===== config.mk =====
export PLATFORM = sky130hd
export DESIGN_NAME = utf8_stream_sanitizer
export DESIGN_NICKNAME = d
export VERILOG_FILES = /design/src/design/utf8s_pkg.sv /design/src/design/utf8s_decode.sv /design/src/design/utf8s_result_fifo.sv /design/src/design/utf8_stream_sanitizer.sv
export SDC_FILE = /design/constraint.sdc
export NUM_CORES = 1
export LEC_CHECK = 0
export ABC_AREA = 1
export BUFFER_PORTS_ARGS = -buffer_cell sky130_fd_sc_hd__buf_4
export CORE_AREA = 2 2 142 144
export DETAILED_ROUTE_END_ITERATION = 12
export DIE_AREA = 0 0 144 146
export GPL_TIMING_DRIVEN = 0
export MAX_ROUTING_LAYER = met4
export PLACE_DENSITY_LB_ADDON = 0.15
export SLEW_MARGIN = 25
export SYNTH_ARGS = -nofsm -noshare
export SYNTH_HDL_FRONTEND = slang
export SYNTH_SLANG_ARGS = --single-unit

===== constraint.sdc =====
create_clock -name clk -period 12.2 [get_ports clk]
set_input_delay 1.22 -clock clk [delete_from_list [all_inputs] [get_ports clk]]
set_output_delay 1.22 -clock clk [all_outputs]
set_load 0.02 [all_outputs]

===== src/design/utf8s_pkg.sv =====
// ----------------------------------------------------------------------------
// utf8s_pkg
// Shared types, constants and byte classification for the UTF-8 sanitizer.
// ----------------------------------------------------------------------------
package utf8s_pkg;

  localparam logic [7:0] QMARK       = 8'h3F;
  localparam logic [7:0] TERMINATOR  = 8'h00;

  // Most words one input byte can produce.
  localparam int MAX_BURST  = 4;
  localparam int BURST_NW   = 3;

  // Result queue: a power of two, at least MAX_BURST deep.
  localparam int FIFO_DEPTH = 8;
  localparam int FIFO_AW    = 3;
  localparam int FIFO_CW    = 4;

  localparam logic [16:0] CAP_RESET_LIMIT = 17'd255;

  typedef struct packed {
    logic [7:0] data;
    logic       last;
  } utf8s_word_t;

  // Words produced by one input byte, in order, slot 0 first.
  typedef struct packed {
    logic [BURST_NW-1:0]              count;
    utf8s_word_t [MAX_BURST-1:0]      word;
  } utf8s_burst_t;

  // Expected sequence length of a lead byte, zero when not a valid lead.
  function automatic logic [2:0] lead_len(input logic [7:0] b);
    logic [2:0] len;
    len = 3'd0;
    if ((b & 8'hE0) == 8'hC0) begin
      if (b >= 8'hC2) len = 3'd2;
    end else if ((b & 8'hF0) == 8'hE0) begin
      len = 3'd3;
    end else if ((b & 8'hF8) == 8'hF0) begin
      if (b <= 8'hF4) len = 3'd4;
    end
    return len;
  endfunction

  // Range rules on the first continuation byte: overlongs, surrogates, > U+10FFFF.
  function automatic logic second_ok(input logic [7:0] lead, input logic [7:0] b);
    logic ok;
    ok = 1'b1;
    if (lead == 8'hE0 && b < 8'hA0) ok = 1'b0;
    if (lead == 8'hED && b > 8'h9F) ok = 1'b0;
    if (lead == 8'hF0 && b < 8'h90) ok = 1'b0;
    if (lead == 8'hF4 && b > 8'h8F) ok = 1'b0;
    return ok;
  endfunction

  // ASCII byte as emitted: keep tab, LF, CR and printables.
  function automatic logic [7:0] ascii_map(input logic [7:0] b);
    logic [7:0] r;
    r = b;
    if (b < 8'h20 && b != 8'h09 && b != 8'h0D && b != 8'h0A) r = QMARK;
    return r;
  endfunction

endpackage


===== src/design/utf8s_decode.sv =====
// ----------------------------------------------------------------------------
// utf8s_decode
// Sequence state and per-byte decision: turns one input byte into a burst.
// ----------------------------------------------------------------------------
module utf8s_decode (
  input  logic                 clk,
  input  logic                 rst,
  input  logic                 accept,
  input  logic [7:0]           in_byte,
  input  logic [15:0]          text_limit,
  output utf8s_pkg::utf8s_burst_t burst
);

  logic [7:0]  held_bytes [3];
  logic [1:0]  held_count;
  logic [2:0]  seq_len;
  logic [15:0] written_count;

  logic [7:0]  held_next [3];
  logic [1:0]  held_count_next;
  logic [2:0]  seq_len_next;
  logic [15:0] written_count_next;

  logic [7:0]  cand [4];
  logic [2:0]  n_cand;
  logic        term;
  logic [2:0]  room;
  logic [2:0]  n_text;
  logic [15:0] room_diff;
  logic [2:0]  fresh_len;
  logic [7:0]  fresh_byte;
  logic        cont_ok;

  always_comb begin
    held_next          = held_bytes;
    held_count_next    = held_count;
    seq_len_next       = seq_len;
    term               = 1'b0;
    n_cand             = 3'd0;
    for (int k = 0; k < 4; k++) cand[k] = utf8s_pkg::QMARK;

    fresh_len  = utf8s_pkg::lead_len(in_byte);
    fresh_byte = in_byte[7] ? utf8s_pkg::QMARK : utf8s_pkg::ascii_map(in_byte);
    cont_ok    = (in_byte[7:6] == 2'b10) &&
                 (held_count != 2'd1 || utf8s_pkg::second_ok(held_bytes[0], in_byte));

    room_diff = text_limit - written_count;
    if (written_count >= text_limit) room = 3'd0;
    else if (room_diff >= 16'd4)     room = 3'd4;
    else                             room = room_diff[2:0];

    if (in_byte == utf8s_pkg::TERMINATOR) begin
      // flush held bytes as '?', then the terminator
      n_cand          = {1'b0, held_count};
      term            = 1'b1;
      held_count_next = 2'd0;
      seq_len_next    = 3'd0;
    end else if (room == 3'd0) begin
      // full: drop the byte and any partial sequence
      held_count_next = 2'd0;
      seq_len_next    = 3'd0;
    end else if (held_count != 2'd0 && cont_ok) begin
      if ({1'b0, held_count} + 3'd1 >= seq_len) begin
        for (int k = 0; k < 4; k++) begin
          if (3'(k) < {1'b0, held_count})      cand[k] = held_bytes[k[1:0]];
          else if (3'(k) == {1'b0, held_count}) cand[k] = in_byte;
        end
        n_cand          = {1'b0, held_count} + 3'd1;
        held_count_next = 2'd0;
        seq_len_next    = 3'd0;
      end else begin
        held_next[held_count] = in_byte;
        held_count_next       = held_count + 2'd1;
      end
    end else begin
      // broken sequence (if any) becomes '?', then examine the byte afresh
      n_cand = {1'b0, held_count};
      if (fresh_len != 3'd0) begin
        held_next[0]    = in_byte;
        held_count_next = 2'd1;
        seq_len_next    = fresh_len;
      end else begin
        for (int k = 0; k < 4; k++) begin
          if (3'(k) == {1'b0, held_count}) cand[k] = fresh_byte;
        end
        n_cand          = {1'b0, held_count} + 3'd1;
        held_count_next = 2'd0;
        seq_len_next    = 3'd0;
      end
    end

    n_text = (n_cand < room) ? n_cand : room;

    for (int k = 0; k < 4; k++) begin
      if (3'(k) < n_text) begin
        burst.word[k].data = cand[k];
        burst.word[k].last = 1'b0;
      end else begin
        burst.word[k].data = utf8s_pkg::TERMINATOR;
        burst.word[k].last = term;
      end
    end
    burst.count = n_text + {2'b00, term};

    written_count_next = term ? 16'd0 : written_count + {13'd0, n_text};
  end

  always_ff @(posedge clk) begin
    if (rst) begin
      held_count    <= 2'd0;
      seq_len       <= 3'd0;
      written_count <= 16'd0;
    end else if (accept) begin
      held_count    <= held_count_next;
      seq_len       <= seq_len_next;
      written_count <= written_count_next;
    end
  end

  always_ff @(posedge clk) begin
    if (accept) held_bytes <= held_next;
  end

  a_term_clears: assert property (@(posedge clk) disable iff (rst)
    accept && in_byte == utf8s_pkg::TERMINATOR |=> held_count == 2'd0 && written_count == 16'd0)
    else $error("terminator did not clear sequence state");

  a_held_below_len: assert property (@(posedge clk) disable iff (rst)
    held_count != 2'd0 |-> seq_len > {1'b0, held_count})
    else $error("held bytes reached the expected length");

endmodule


===== src/design/utf8s_result_fifo.sv =====
// ----------------------------------------------------------------------------
// utf8s_result_fifo
// Result queue: takes a burst of up to four words, hands out one per cycle while popped.
// ----------------------------------------------------------------------------
module utf8s_result_fifo (
  input  logic                      clk,
  input  logic                      rst,
  input  logic                      push,
  input  utf8s_pkg::utf8s_burst_t   burst,
  input  logic                      pop,
  output logic                      room_ok,
  output logic                      word_valid,
  output utf8s_pkg::utf8s_word_t    word
);

  utf8s_pkg::utf8s_word_t mem [utf8s_pkg::FIFO_DEPTH];

  logic [utf8s_pkg::FIFO_AW-1:0] wr_ptr;
  logic [utf8s_pkg::FIFO_AW-1:0] rd_ptr;
  logic [utf8s_pkg::FIFO_CW-1:0] count;
  logic [utf8s_pkg::FIFO_CW-1:0] push_n;
  logic [utf8s_pkg::FIFO_CW-1:0] pop_n;

  assign push_n     = push ? utf8s_pkg::FIFO_CW'(burst.count) : '0;
  assign pop_n      = pop  ? utf8s_pkg::FIFO_CW'(1) : '0;
  assign room_ok    = count <= utf8s_pkg::FIFO_CW'(utf8s_pkg::FIFO_DEPTH - utf8s_pkg::MAX_BURST);
  assign word_valid = count != '0;
  assign word       = mem[rd_ptr];

  always_ff @(posedge clk) begin
    if (rst) begin
      wr_ptr <= '0;
      rd_ptr <= '0;
      count  <= '0;
    end else begin
      wr_ptr <= wr_ptr + utf8s_pkg::FIFO_AW'(push_n);
      rd_ptr <= rd_ptr + utf8s_pkg::FIFO_AW'(pop_n);
      count  <= count + push_n - pop_n;
    end
  end

  always_ff @(posedge clk) begin
    for (int k = 0; k < utf8s_pkg::MAX_BURST; k++) begin
      if (push && utf8s_pkg::BURST_NW'(k) < burst.count) begin
        mem[wr_ptr + utf8s_pkg::FIFO_AW'(k)] <= burst.word[k];
      end
    end
  end

  a_no_overflow: assert property (@(posedge clk) disable iff (rst)
    push |-> room_ok)
    else $error("burst pushed without room");

  a_count_bound: assert property (@(posedge clk) disable iff (rst)
    count <= utf8s_pkg::FIFO_CW'(utf8s_pkg::FIFO_DEPTH))
    else $error("queue count above depth");

  a_pop_only: assert property (@(posedge clk) disable iff (rst)
    pop && !push |=> count == $past(count) - utf8s_pkg::FIFO_CW'(1))
    else $error("queue count did not drop on pop");

endmodule


===== src/design/utf8_stream_sanitizer.sv =====
// ----------------------------------------------------------------------------
// utf8_stream_sanitizer
// Byte-stream UTF-8 sanitizer with replacement and output length cap.
// ----------------------------------------------------------------------------
// Usage:
//   Input channel (in_valid / in_stall / in_byte) carries one raw byte per
//   word; a zero byte ends the string. Output channel (out_valid / out_stall /
//   out_byte / last_of_string) carries one sanitized byte per word, and the
//   zero terminator of each string comes out with last_of_string set.
//   One input byte yields zero to four output words.
//   Each byte's words are written into the result queue when the byte is
//   taken and leave from the queue's head. Throughput: one input byte per
//   cycle, as long as the eight-entry result queue has room for a full
//   four-word burst; bursts drain at one word per cycle while out_stall is low.
//   in_stall rises only when the queue is more than half full, so the input
//   keeps flowing while the receiver stalls briefly; a long receiver stall
//   fills the queue and then holds the input.
//   cfg_write / cfg_data set the output capacity (terminator included);
//   write it while the block is idle. Zero acts as one, above 65536 as 65536.
//   Reset empties the queue, drops any partial sequence, zeroes the text
//   count and returns the capacity to 256.
// ----------------------------------------------------------------------------
module utf8_stream_sanitizer (
  input  logic        clk,
  input  logic        rst,
  input  logic        cfg_write,
  input  logic [16:0] cfg_data,
  input  logic        in_valid,
  output logic        in_stall,
  input  logic [7:0]  in_byte,
  output logic        out_valid,
  input  logic        out_stall,
  output logic [7:0]  out_byte,
  output logic        last_of_string
);

  // Text bytes allowed per string, capacity minus one, kept ready-made.
  logic [15:0] text_limit;
  logic [15:0] text_limit_next;

  logic                      in_accept;
  logic                      out_accept;
  logic                      room_ok;
  utf8s_pkg::utf8s_burst_t   burst;
  utf8s_pkg::utf8s_word_t    head_word;

  // Clamp the capacity to 1..65536 and take one off for the terminator.
  always_comb begin
    if (cfg_data == 17'd0)             text_limit_next = 16'd0;
    else if (cfg_data > 17'd65536)     text_limit_next = 16'hFFFF;
    else                               text_limit_next = 16'(cfg_data - 17'd1);
  end

  always_ff @(posedge clk) begin
    if (rst) begin
      text_limit <= 16'(utf8s_pkg::CAP_RESET_LIMIT);
    end else if (cfg_write) begin
      text_limit <= text_limit_next;
    end
  end

  // Stall the input only on queue occupancy, never on out_stall directly.
  assign in_stall   = !room_ok;
  assign in_accept  = in_valid && !in_stall;
  assign out_accept = out_valid && !out_stall;

  // Decide the burst for this byte and advance the sequence state.
  utf8s_decode u_decode (
    .clk        (clk),
    .rst        (rst),
    .accept     (in_accept),
    .in_byte    (in_byte),
    .text_limit (text_limit),
    .burst      (burst)
  );

  // Hold results until the receiver takes them, one word per cycle.
  utf8s_result_fifo u_fifo (
    .clk        (clk),
    .rst        (rst),
    .push       (in_accept),
    .burst      (burst),
    .pop        (out_accept),
    .room_ok    (room_ok),
    .word_valid (out_valid),
    .word       (head_word)
  );

  assign out_byte       = head_word.data;
  assign last_of_string = head_word.last;

  a_last_is_zero: assert property (@(posedge clk) disable iff (rst)
    out_valid && last_of_string |-> out_byte == utf8s_pkg::TERMINATOR)
    else $error("terminator word carries a nonzero byte");

endmodule


### Word level (Yosys, flattened, before mapping)

Memory sizes are Yosys's and may differ from the RTL's. A register that Yosys moved wholly into a read port is not among the register bits.
Index checks and enable logic that the tools add are counted.

| storage, ports and cells | value |
|---|---|
| register bits | 71 |
| RAM bits | 72 |
| bits of input ports | 30 |
| memories | 1 |

Memories:

| name | depth | bits a word | rd ports | clocked after Yosys merged registers in | wr ports | line | RTL |
|---|---|---|---|---|---|---|---|
| u_fifo.mem | 8 | 9 | 1 | 1 | 4 | utf8s_result_fifo.sv:16 | `utf8s_pkg::utf8s_word_t mem [utf8s_pkg::FIFO_DEPTH];` |

| operators by class | value |
|---|---|
| add/subtract/negate cells | 13 |
| $lt $le $gt $ge | 26 |
| eq/ne operators | 17 |
| mux-type cells | 70 |
| bitwise operators | 4 |
| reductions and logical operators | 30 |

Operator list:

| operator | number |
|---|---|
| two-way mux 32 bit | 5 |
| two-way mux 8 bit | 14 |
| two-way mux 3 bit | 19 |
| two-way mux 16 bit | 3 |
| two-way mux 9 bit | 4 |
| == test 8 bit (second input constant) | 4 |
| bitwise mux 24 bit | 1 |
| two-way mux 24 bit | 1 |
| != test 8 x 4 -> 1 bit (second input constant) | 3 |
| > comparator 17 bit (second input constant) | 1 |
| logical NOT 17 bit | 1 |
| adder 16 x 3 -> 16 bit | 1 |
| demux 8 bit (select 2 bit) | 1 |
| >= comparator 16 bit | 1 |
| >= comparator 16 x 3 -> 1 bit (second input constant) | 1 |
| > comparator 8 bit (second input constant) | 2 |
| logical AND 1 bit | 16 |
| < comparator 8 bit (second input constant) | 2 |
| subtractor 16 x 1 -> 16 bit (second input constant) | 1 |
| subtractor 16 bit | 1 |
| two-way mux 1 bit | 15 |
| two-way mux 7 bit | 2 |
| < comparator 1 x 3 -> 1 bit (first input constant) | 4 |
| < comparator 2 x 3 -> 1 bit (first input constant) | 4 |
| other kinds (40) | 53 |

### Logic depth before layout (Yosys ltp)

| logic depth | value |
|---|---|
| depth after elaboration | 19 |
| mapped depth | 44 |
| mapped depth without buffers | 43 |

### Modules after synthesis

Synthesis repeated with hierarchy kept, for this count alone.

| second synthesis, totals | value |
|---|---|
| cell total of the unflattened synthesis | 1,953 |
| area total of the unflattened synthesis | 12,444.4 um^2 |

By module, submodules not included:

| module | times used | cells each | area each (um^2) |
|---|---|---|---|
| utf8s_result_fifo | 1 | 1,068 | 6,794.0 |
| utf8s_decode | 1 | 703 | 4,433.0 |
| utf8_stream_sanitizer | 1 | 182 | 1,217.4 |

### Worst setup path before layout

Ideal clock, no wire load.

| timing path | value |
|---|---|
| path type | register -> register |
| start | register u_decode.written_count[0] |
| end | memory u_fifo.mem[7][0] (netlist bit), enable pin |
| library setup time | 343 ps |
| data arrival time | 5,354 ps |
| required time | 11,857 ps |
| path slack | 6,503 ps |
| stages on the path, launching flop included | 35 |
| cell sequence | dfxtp_1 -> ha_1 -> inv_1 -> fa_1 -> nand2_1 -> nand3_2 -> nand3_1 -> nand2_1 -> nand2_1 -> nand2_1 -> nand2_1 -> nand3_1 -> nor2_2 -> nand3_1 -> nand2_2 -> nand3_2 -> nand2_1 -> clkbuf_1 -> nor3_1 -> ha_1 -> a21oi_1 -> nand3b_1 -> nand2_2 -> inv_1 -> ha_1 -> ha_1 -> xor2_1 -> inv_1 -> nor2_1 -> inv_1 -> nor2_1 -> inv_1 -> nor2_1 -> clkinv_1 -> nand3_1 |

RTL lines:

| item | line | RTL |
|---|---|---|
| from (decl) | utf8s_decode.sv:17 | `logic [15:0] written_count;` |
| from (signal assigned) | utf8s_decode.sv:116 | `written_count <= written_count_next;` |
| to (decl) | utf8s_result_fifo.sv:16 |  |

==> flow_summary_export.csv <==
group,metric,value,unit
timing,holdWs,0.4698,ns
timing,relSlewSlack,0.3362,
timing,post-route-min-period,7.797,ns
timing,period_share,0.6391,
grt,grt_first_pass_wirelength,61.55,mm
die,core-area,19330,sq um
synthesis,synth_edf_count,96,
synthesis,synth_cell_types,47,
final_layout,fin_nets,1904,
die,rows,51,
grt,grt_use_total,0.3988,
placement,port_buffers,40,
worst_setup_path,crit_fanout,10,
die,fp.dieH,146,um
pwr,ir_drop,0.1133,mV
synthesis,avgSynthCellArea,6.493,sq um
pwr,power,0.001999,W
final_layout,stdcell_count,2107,
hold_path,whs_path_depth,2,
timing,hold_violations,0,
grt,grt_pass1_vias,11183,
worst_setup_path,cp_slowest_stage_delay,0.76,ns
placement,place.gp.congestion,1.062,
grt,grt-ovfl-total,0,
placement,hpwl,30.00,mm
route,m1WireLength,15.48,mm
cts,clock-sinks,143,
cts,cts_root_buf,"clkbuf_16",
timing,worstMarginPinSlew,0.9921,ns
worst_setup_path,arrival,7.87,ns
worst_setup_path,reg2regPathDepth,36,
cts,hold_buffers,0,
worst_setup_path,r2r_setup_slack,4.40,ns
cts,numCtsBuffers,17,
cts,cts_tree,"built",
cts,cts.clk_slew.worst_paths,0.06,ns
worst_setup_path,crit_type,"flop to flop",
synthesis,synthCells,1766,
synthesis,ys.flop_type,"edfxtp_1",
route,vias,12404,
route,ant_nets,0,
synthesis,synth_nets,1844,
synthesis,yosysSeqAreaShare,0.3335,
worst_setup_path,slowest_stage,"nor2_1",
synthesis,synthArstFlopShare,0,
route,drtIter0Drc,1440,
worst_setup_path,start_kind,"flop",
pwr,p_leak,5.702,nW
timing,final_max_slew_viol_count,0,
worst_setup_path,r2r-start,"text_limit[0]",
worst_setup_path,r2r-end,"u_fifo.mem[5][2]",
pwr,pwr_density_cell,157.6,nW/um^2
die,die_w,144,um
route,dr.max_layer_used,"met4",
placement,dp.cells,2072,
die,ios,41,
cts,clockBufferDepth,2,
worst_setup_path,worst_setup_path_end_kind,"flop",
timing,finalClockSkew,0.01176,ns
route,drt_pre_antenna_iters,7,
cts,clock_latency,0.45,ns
final_layout,mostFrequentLayoutCells,"429 x nand2_1, 286 x nor2_1, 209 x inv_1",
timing,rsz0062_at_grt,"false",
route,via_per_inst,5.887,
timing,setup_viol,0,
worst_setup_path,critical_path.most_common_cell,"nand2_1",
synthesis,ys_ff_latch,143,
cts,cts_setup_buffers,0,
die,initial_core_util,0.5930,
cts,cts_resized,0,
grt,grt_max_degree,17,
synthesis,yosysWarnings,0,
final_layout,drive_above_1_share,0.06199,
hold_path,hold_path_end,"u_decode.seq_len[0]",
hold_path,hold_path_class,"flop to flop",
route,dr_wl_met3,3.991,mm
final_layout,fill_cells,1810,
route,wl_per_cell,19.10,um
hold_path,hp-start,"u_decode.seq_len[0]",
grt,antenna_found_initial,3,
outcome,outcome,"finished clean",
synthesis,syn_area,11470,sq um
timing,max_freq,128.2,MHz
flow_run,maxCapViolCount,0,
final_layout,final_common_cell,"nand2_1",
final_layout,area_growth,10.66,%
timing,setup-tns-final,0,ns
route,route.met2.wl,18.01,mm
cts,htreeDepth,4,
die,die_area,21020,sq um
worst_setup_path,cp.required,12.27,ns
route,drc_errors,0,
route,wl,40.25,mm
-- per-layer routing --
metal / up-vias / track usage
met3: 181 / 0.09477
met2: 750 / 0.5990
met1: 5515 / 0.4851
met5: - / -
met4: 0 / 0.2377
li1: 5958 / -
-- logic make-up (layout without fill, tap and decap cells) --
kind of cell | Yosys count | after routing | synth area share
AO/OA/AOI/OAI | 306 | 306 | 0.1454
XOR/XNOR | 13 | 13 | 0.009930
adder cells (fa/ha/maj) | 48 | 48 | 0.05500
buffers and inverters | 286 | 359 | 0.09799
flip-flops | 143 | 143 | 0.3335
multiplexers | 1 | 1 | 0.0009820
other | 0 | 3 | 0
AND/OR/NAND/NOR | 969 | 969 | 0.3573
-- sequential cells by signal (all words and copies together) (netlist names) --
signal / count
u_fifo.count: 4
u_fifo.rd_ptr: 3
u_decode.seq_len: 3
u_fifo.mem: 72
text_limit: 16
u_fifo.wr_ptr: 3
u_decode.held_count: 2
u_decode.written_count: 16
u_decode.held_bytes: 24
-- synthesized netlist by cell type (all sizes together), types with 17 or more instances --
library cell	n	area share
nand2	443	0.15
nor2	289	0.095
inv	209	0.068
nand3	165	0.076
a21oi	132	0.058
o21ai	105	0.046
edfxtp	96	0.25
clkbuf	47	0.015
dfxtp	47	0.082
ha	44	0.048
nor3	33	0.014
nand4	23	0.013
o22ai	22	0.012
a31oi	18	0.0098
clkinv	17	0.0056
-- report_power, final --
| part | total [W] | internal, W | switching (W) |
|---|---|---|---|
| registers | 0.000621 | 0.000596 | 0.0000248 |
| clock network | 0.000521 | 0.000295 | 0.000227 |
| logic | 0.000857 | 0.000268 | 0.000588 |
| total | 0.00200 | 0.00116 | 0.000840 |
-- worst max-delay path by stage --
stage | start | end | slack (ns) | cells past startpoint
final | text_limit[0] | u_fifo.mem[5][2] | 4.40 | 36
after global routing | text_limit[0] | u_fifo.mem[5][0] | 3.88 | 35
after CTS | text_limit[0] | u_fifo.mem[5][2] | 4.61 | 34
after detailed placement | in_byte[7] | u_fifo.mem[5][1] | 4.58 | 25
after global placement | in_byte[7] | u_fifo.mem[5][5] | 4.65 | 25
after floorplan | u_decode.written_count[0] | u_fifo.mem[7][0] | 6.50 | 34
-- worst max-delay path: cells and delay by family, from the launching register on --
| kind | cells | cell delay (ns) |
|---|---|---|
| flip-flops | 1 | 0.30 |
| buffers and inverters | 8 | 1.64 |
| adder cells (fa/ha/maj) | 5 | 1.22 |
| XOR/XNOR | 1 | 0.13 |
| AO/OA/AOI/OAI | 1 | 0.33 |
| AND/OR/NAND/NOR | 21 | 3.78 |
-- cell type report --
class	count	area, sq um	share of cell area
Buffer	60	275.3	0.02169
Antenna cell	3	7.507	0.0005917
Multi-Input combinational cell	1337	6531	0.5147
Clock inverter	12	106.4	0.008382
Tap cell	265	331.6	0.02613
Timing Repair Buffer	41	305.3	0.02406
Inverter	226	848.3	0.06686
Clock buffer	20	459.2	0.03619
Sequential cell	143	3824	0.3014
-- per-stage QoR --
| stage | util | area, sq um | setup WS, ns |
|---|---|---|---|
| floorplan | - | 11470 | 6.503 |
| global placement | 0.6257 | 12100 | 4.651 |
| global route | 0.6562 | 12690 | 3.880 |
| finish | 0.6562 | 12690 | 4.403 |
| detailed placement | 0.6263 | 12110 | 4.577 |
| CTS | 0.6555 | 12670 | 4.608 |
Note: power is estimated with default switching activity, not from simulation.
